File: config.mk
export PLATFORM = sky130hd
export DESIGN_NAME = bsd_ram
export DESIGN_NICKNAME = d
export VERILOG_FILES = /design/src/hw/rtl/bsd_ram.sv
export SDC_FILE = /design/constraint.sdc
export NUM_CORES = 1
export LEC_CHECK = 0
export BUFFER_PORTS_ARGS = -buffer_cell sky130_fd_sc_hd__buf_2
export CELL_PAD_IN_SITES_DETAIL_PLACEMENT = 0
export CELL_PAD_IN_SITES_GLOBAL_PLACEMENT = 1
export CORE_AREA = 2 2 190 192
export DETAILED_ROUTE_END_ITERATION = 6
export DIE_AREA = 0 0 192 194
export PLACE_DENSITY_LB_ADDON = 0.1
export SYNTH_ARGS = -nofsm -noshare
export SYNTH_HDL_FRONTEND = slang
export SYNTH_SLANG_ARGS = --single-unit
File: constraint.sdc
create_clock -name clk -period 4.2 [get_ports clk]
set_input_delay 0.42 -clock clk [delete_from_list [all_inputs] [get_ports clk]]
set_output_delay 0.42 -clock clk [all_outputs]
set_load 0.05 [all_outputs]
File: src/hw/rtl/bsd_ram.sv
`timescale 1ns / 1ps
module bsd_ram #(
  parameter int WIDTH = 32,
  parameter int DEPTH = 8
) (
  input  logic                     clk,
  input  logic                     we,
  input  logic [$clog2(DEPTH)-1:0] waddr,
  input  logic [WIDTH-1:0]         wdata,
  input  logic [$clog2(DEPTH)-1:0] raddr,
  output logic [WIDTH-1:0]         rdata
);
  logic [WIDTH-1:0] mem [DEPTH];
  always_ff @(posedge clk) begin
    if (we) begin
      mem[waddr] <= wdata;
    end
    rdata <= mem[raddr];
  end
endmodule

Yosys cells after proc, flatten, opt, wreduce, memory -nomap -nowiden

Memory sizes are Yosys's and may differ from the RTL's. A register that Yosys moved wholly into a read port is not among the register bits.
Cells that the tools add are included.

Memories: 1
Register bits: 0
Output and inout port bits: 32
RAM bits: 256
Bits of input ports: 40
Logic and storage cells: 3

Memory list:

| memory | depth | width | read ports | clocked after Yosys merged registers in | wr ports | RTL line | text |
|---|---|---|---|---|---|---|---|
| mem    | 8     | 32    | 1          | 1                                       | 1        | 13       | `logic [WIDTH-1:0] mem [DEPTH];` |

Mux-type cells: 2

Operators with widths:

| operator          | count |
|---|---|
| two-way mux 1 bit | 2 |

Longest topological paths before layout

Gate-level depths: netlist of run 1.

Word-level depth: 2
Mapped depth: 4
Mapped depth without buffers: 2

Least setup slack after synthesis of run 1

OpenSTA, ideal clock, no wires.

Path type: in2reg
From: in waddr[2]
To: mem mem[0][0], enable pin
Required time: 3739 ps
Setup time: 461 ps
Arrival time: 2806 ps
Path buffers: 0
Cell stages on the path: 2
Path slack: 933 ps
Path through: nand2b_1 nor3_1

RTL lines:

| item            | RTL line | text |
|---|---|---|
| start, declared | 8        | `input logic [$clog2(DEPTH)-1:0] waddr,` |
| end, declared   | 13       |  |

No word-level cell before the write port.

==> results of run 1 <==
[sequential cells by signal, summed over array words and instances, names as in the netlist]
register and flops:
mem 256, rdata 32
[final timing paths]
kind              start  cells after the start  slack [ns]          to
max            raddr[0]                      4        2.26   rdata[17]
min           wdata[25]                      1        0.13  mem[7][25]
max reg2reg  mem[3][26]                      2        2.90   rdata[26]
min reg2reg  mem[2][15]                      2        0.66   rdata[15]
[per-layer routing]
| metal | GRT usage | vias to the layer above | wire (µm) |
|---|---|---|---|
| met4 | 0.0283 | 2 | 259 |
| met3 | 0.0235 | 22 | 966 |
| met1 | 0.159 | 2383 | 9730 |
| met5 | 0 | - | 13 |
| met2 | 0.192 | 87 | 10500 |
| li1 | - | 1985 | - |
[cells in the mapped netlist (all sizes together)]
master / count
nor2: 6
clkbuf: 1
mux2: 32
nand2b: 3
edfxtp: 256
nor3: 2
buf: 17
nand2: 2
dfxtp: 32
mux4: 64
[layout make-up]
class / instances / area [µm²]
Clock buffer: 44 / 885
Multi-Input combinational cell: 109 / 2070
Fill cell: 3287 / 22800
Timing Repair Buffer: 82 / 443
Tap cell: 461 / 577
Clock inverter: 14 / 101
Sequential cell: 288 / 8330
Antenna cell: 1 / 2.50
[metrics by stage]
stage,total power [mW],area (µm²)
2_1_floorplan,3.60,10500
3_3_place_gp,3.74,11400
3_5_place_dp,3.75,11400
4_1_cts,6.37,12400
5_1_grt,6.51,12400
6_report,6.26,12400
[power breakdown]
part	leakage, nW	total [mW]	internal (mW)	switching [mW]
clock	0.489	2.59	1.52	1.07
combinational	1.06	0.415	0.143	0.272
sequential	2.60	3.26	3.24	0.0262
total	4.15	6.26	4.90	1.36
[kinds of logic (layout without fill, tap and decap cells)]
kind of cell	Yosys count	count (layout)	share of synthesized area
DFF	288	288	0.796
muxes	96	96	0.186
buffers and inverters	18	140	0.0122
and+or+nand+nor	13	13	0.00562
other	0	1	0
==> results.yml, run 1 <==
worst_hold_path:
  hold_class: "input port to register"
detailed_routing:
  drtPass1Iterations: 4
  drc_errors: 0
  avgRoutedWirePerCell_um: 21.5
  drt_iter0_drc: 276
  totalWireLength_um: 21500
  vias_per_cell: 4.48
  drtAntennaViolNets: 0
  vias: 4479
cts:
  numCtsBuffers: 31
  path_clk_slew_ns: 0.06
  cts_setup_buffers: 0
  cts_root_buf: "clkbuf_16"
  ctsResizeCount: 0
  max-clock-path-buffers: 3
  clk_latency_ns: 0.55
  clock_sinks: 288
  cts_tree: "built"
  htreeDepth: 1
  cts_hold_buf: 0
synth:
  synth_largest_area_cell: "edfxtp_1"
  synth_area_leaders: "edfxtp_1 (73%), mux4_1 (10%), dfxtp_1 (6.1%)"
  yosysSeqAreaShare: 0.796
  syn_nets: 455
  yosysUniqueCellTypes: 13
  syn_area_per_cell_um2: 25.2
  synth_top_area_frac: 0.734
  ys_seq_elements: 288
  syn_inst: 415
  yosys_warnings: 0
  syn_area_mm2: 0.0105
worst_setup_path:
  critical_path.max_stage_delay_ns: 0.72
  crit_path_end_kind: "register"
  cp_cell_sequence: "buf_4, buf_4, mux4_1, mux2_2"
  critPathArrivalTime_ns: 2.37
  cp_slowest_cell: "buf_4"
  required_ns: 4.63
  crit_path_max_fanout: 49
  cpLargestDelayFamily: "buffers and inverters"
  cp_num_buf_inv: 2
  path_class: "input port to register"
  worstSetupStartpointType: "input port"
  path_common_cell: "buf_4"
sta:
  setup_viol: 0
  tns_ns: 0
  setup_slack_ns: 2.26
  hold_violations: 0
  report.final.slew_viol_count: 0
  post-route-min-period_ns: 1.94
  slew_headroom: 0.358
  timing.fmax_ghz: 0.515
  tightest_slew_ns: 0.962
  rsz0062_at_grt: "no"
  final.setup_skew_ns: 0.0101
  min_period_over_period: 0.462
  whs_ns: 0.133
global_route:
  overflow: 0
  grt_pass1_wl_um: 31600
  grt_max_degree: 65
  antenna_found_initial: 2
  grt_pass1_vias: 4924
  grt_usage: 0.117
floorplanning:
  fp.dieH_um: 194
  row_count: 69
  die_area_mm2: 0.0372
  initial_utilization: 0.297
  chipWidth_um: 192
  io_pins: 72
  core_mm2: 0.0352
outcome:
  status: "completed"
finish:
  layout_common_cells: "edfxtp_1 (256), buf_2 (69), mux4_1 (40), mux2_2 (32), dfxtp_1 (32)"
  layout_commonest_cell: "edfxtp_1"
  layout.nets: 552
  final_cells: 999
  syn2layout_area_growth_pct: 18.5
  fin_util: 0.352
  drive_gt1_frac: 0.361
power:
  ir_drop_uv: 295
  powerDensity_mw_per_mm2: 505
  total_leakage_power_nw: 4.15
placement:
  dp_slack_ns: 1.63
  placedCellCount: 940
  place.gp.congestion: 0.631
  dp_hpwl_um: 11400
  port-buffer-count: 71
run:
  cap_violations: 0
No activity file was read; power rests on OpenSTA's default activity.
==> run 2, diff against run 1 <==
--- a/config.mk
+++ b/config.mk
@@ -5,12 +5,13 @@
 export SDC_FILE = /design/constraint.sdc
 export NUM_CORES = 1
 export LEC_CHECK = 0
+export ABC_AREA = 1
 export BUFFER_PORTS_ARGS = -buffer_cell sky130_fd_sc_hd__buf_2
 export CELL_PAD_IN_SITES_DETAIL_PLACEMENT = 0
 export CELL_PAD_IN_SITES_GLOBAL_PLACEMENT = 1
-export CORE_AREA = 2 2 190 192
+export CORE_AREA = 2 2 202 204
 export DETAILED_ROUTE_END_ITERATION = 6
-export DIE_AREA = 0 0 192 194
+export DIE_AREA = 0 0 204 206
 export PLACE_DENSITY_LB_ADDON = 0.1
 export SYNTH_ARGS = -nofsm -noshare
 export SYNTH_HDL_FRONTEND = slang
==> constraint.sdc (replaced) <==
create_clock -name clk -period 1.6 [get_ports clk]
set_input_delay 0.16 -clock clk [delete_from_list [all_inputs] [get_ports clk]]
set_output_delay 0.16 -clock clk [all_outputs]
set_load 0.05 [all_outputs]
==> results.yml, run 2 <==
outcome:
  status: "completed"
worst_setup_path:
  path_class: "register to output pin"
  critPathArrivalTime_ns: 1.18
  crit_path_end_kind: "output pin"
  r2r_slack_ns: 0.71
  reg2regPathDepth: 6
  rr_startpoint: "mem[5][16]"
  worstSetupStartpointType: "register"
  worst-path-stages: 1
  cp_slowest_cell: "dfxtp_1"
  cp_num_buf_inv: 1
  crit_path_max_fanout: 1
  required_ns: 1.44
  critical_path.max_stage_delay_ns: 0.38
  r2r-end: "rdata[16]"
  cp_cell_sequence: "buf_2"
  cpLargestDelayFamily: "flip-flops"
finish:
  layout_common_cells: "nand2_1 (422), inv_1 (260), edfxtp_1 (256), nand3_1 (128), buf_2 (70)"
  regMostFlops: "mem"
  layout.nets: 1317
  antennaDiodeCount: 0
  layout_commonest_cell: "nand2_1"
  largest_reg_flops: 256
  reg_top3: "mem (256), rdata (32)"
  syn2layout_area_growth_pct: 22.1
  drive_gt1_frac: 0.120
sta:
  timing.fmax_ghz: 0.745
  post-route-min-period_ns: 1.34
  setup_viol: 0
  report.final.slew_viol_count: 0
  tns_ns: 0
  tightest_slew_ns: 0.406
  min_period_over_period: 0.839
  setup_slack_ns: 0.258
  slew_headroom: 0.728
  whs_ns: 0.0968
  rsz0062_at_grt: "no"
  final.setup_skew_ns: 0.0177
  hold_violations: 0
synth:
  ys_seq_elements: 288
  yosysUniqueCellTypes: 12
  syn_area_per_cell_um2: 10.3
  yosys_warnings: 0
  synth_edf_count: 256
  syn_inst: 1156
  synth-async-reset-ratio: 0
  syn_area_mm2: 0.0119
  synth_area_leaders: "edfxtp_1 (65%), nand2_1 (13%), inv_1 (8.2%)"
  ys.flop_type: "edfxtp_1"
  netlist_top_cells_count: "nand2_1 (422), inv_1 (260), edfxtp_1 (256), nand3_1 (128), dfxtp_1 (32)"
  synth_largest_area_cell: "edfxtp_1"
  synth_most_common_cell: "nand2_1"
  yosysSeqAreaShare: 0.701
  syn_nets: 1196
  synth_top_area_frac: 0.647
cts:
  clk_latency_ns: 0.51
  cts_root_buf: "clkbuf_16"
  path_clk_slew_ns: 0.06
  clock_sinks: 288
  htreeDepth: 2
  numCtsBuffers: 36
  max-clock-path-buffers: 3
  cts_tree: "built"
  cts_setup_buffers: 0
  cts_hold_buf: 32
  ctsResizeCount: 0
global_route:
  grt_pass1_wl_um: 44500
  grt_usage: 0.140
  antenna_found_initial: 1
  grt_max_degree: 65
  overflow: 0
  grt_pass1_vias: 7625
worst_hold_path:
  hold_end: "rdata[7]"
  hold_class: "input port to register"
  min_from: "raddr[2]"
  holdPathStages: 4
floorplanning:
  row_count: 74
  fp.dieH_um: 206
  io_pins: 72
  core_mm2: 0.0402
  initial_utilization: 0.295
  chipWidth_um: 204
  die_area_mm2: 0.0420
placement:
  dp_slack_ns: 0.226
  port-buffer-count: 71
  place.gp.congestion: 0.666
  dp_hpwl_um: 15600
detailed_routing:
  drtAntennaViolNets: 0
  drtPass1Iterations: 4
  drt_iter0_drc: 301
  avgRoutedWirePerCell_um: 15.5
  drc_errors: 0
  vias: 7458
  vias_per_cell: 4.06
  totalWireLength_um: 28400
power:
  power.switching_mw: 4.13
  switching_share: 0.234
  powerDensity_mw_per_mm2: 1210
  total_leakage_power_nw: 6.55
  ir_drop_uv: 646
  clockPowerShare: 0.431
  p_int_mw: 13.5
  power.total_mw: 17.6
  pwr-share-seq: 0.486
  comb_power_share: 0.084
run:
  cap_violations: 0
run 2: cell types whose count changed in the layout (fill, tap and decap cells not counted), sizes merged, moves of 2 or more:
cell / before / now
nand3: 0 / 128
nor2: 6 / 8
nor3: 2 / 0
mux4: 64 / 0
inv: 2 / 262
nand2: 2 / 422
buf: 82 / 99
dlygate4sd3: 0 / 32
nand2b: 3 / 0
clkbuf: 44 / 54
mux2: 32 / 0
run 2: final cells by class:
| cell class | count | area (µm²) |
|---|---|---|
| Clock buffer | 54 | 1020 |
| Clock inverter | 10 | 83.8 |
| Fill cell | 4095 | 25700 |
| Inverter | 262 | 986 |
| Multi-Input combinational cell | 558 | 2310 |
| Sequential cell | 288 | 8330 |
| Tap cell | 532 | 666 |
| Timing Repair Buffer | 131 | 1100 |
run 2: cell families after synthesis:
logic type / count (synthesis) / share of synthesized area
flops: 288 / 0.701
buf+inv: 310 / 0.109
simple gates: 558 / 0.190
run 2: metrics by stage:
step,cell area [µm²],util,instances
4_1_cts,14500,0.361,1835
3_5_place_dp,13100,0.325,1739
2_1_floorplan,11900,-,1156
5_1_grt,14500,0.361,1835
3_3_place_gp,13100,0.325,1739
6_report,14500,0.361,1835
run 2: power groups by stage:
| stage | registers [mW] | clock network (mW) | logic (mW) |
|---|---|---|---|
| 6_report | 8.56 | 7.58 | 1.47 |
| 5_1_grt | 8.58 | 8.15 | 1.65 |
| 4_1_cts | 8.56 | 7.88 | 1.52 |
| 3_5_place_dp | 8.71 | 0 | 1.46 |
| 3_3_place_gp | 8.71 | 0 | 1.46 |
| 2_1_floorplan | 9.02 | 0 | 0.607 |
run 2: worst max path at each step:
| stage | start | end | slack (ns) |
|---|---|---|---|
| 2_1_floorplan | waddr[0] | mem[0][0] | -0.48 |
| 3_3_place_gp | waddr[0] | mem[0][21] | 0.22 |
| 3_5_place_dp | waddr[0] | mem[0][19] | 0.23 |
| 4_1_cts | rdata[0] | rdata[0] | 0.23 |
| 5_1_grt | rdata[0] | rdata[0] | 0.23 |
| 6_report | rdata[0] | rdata[0] | 0.26 |
run 2: routing by layer:
layer / global-route usage / routed length [µm] / up-vias
met5: 0 / 11 / -
met4: 0.0396 / 521 / 2
met2: 0.238 / 13600 / 112
li1: - / - / 3830
met3: 0.0255 / 1070 / 49
met1: 0.183 / 13200 / 3465
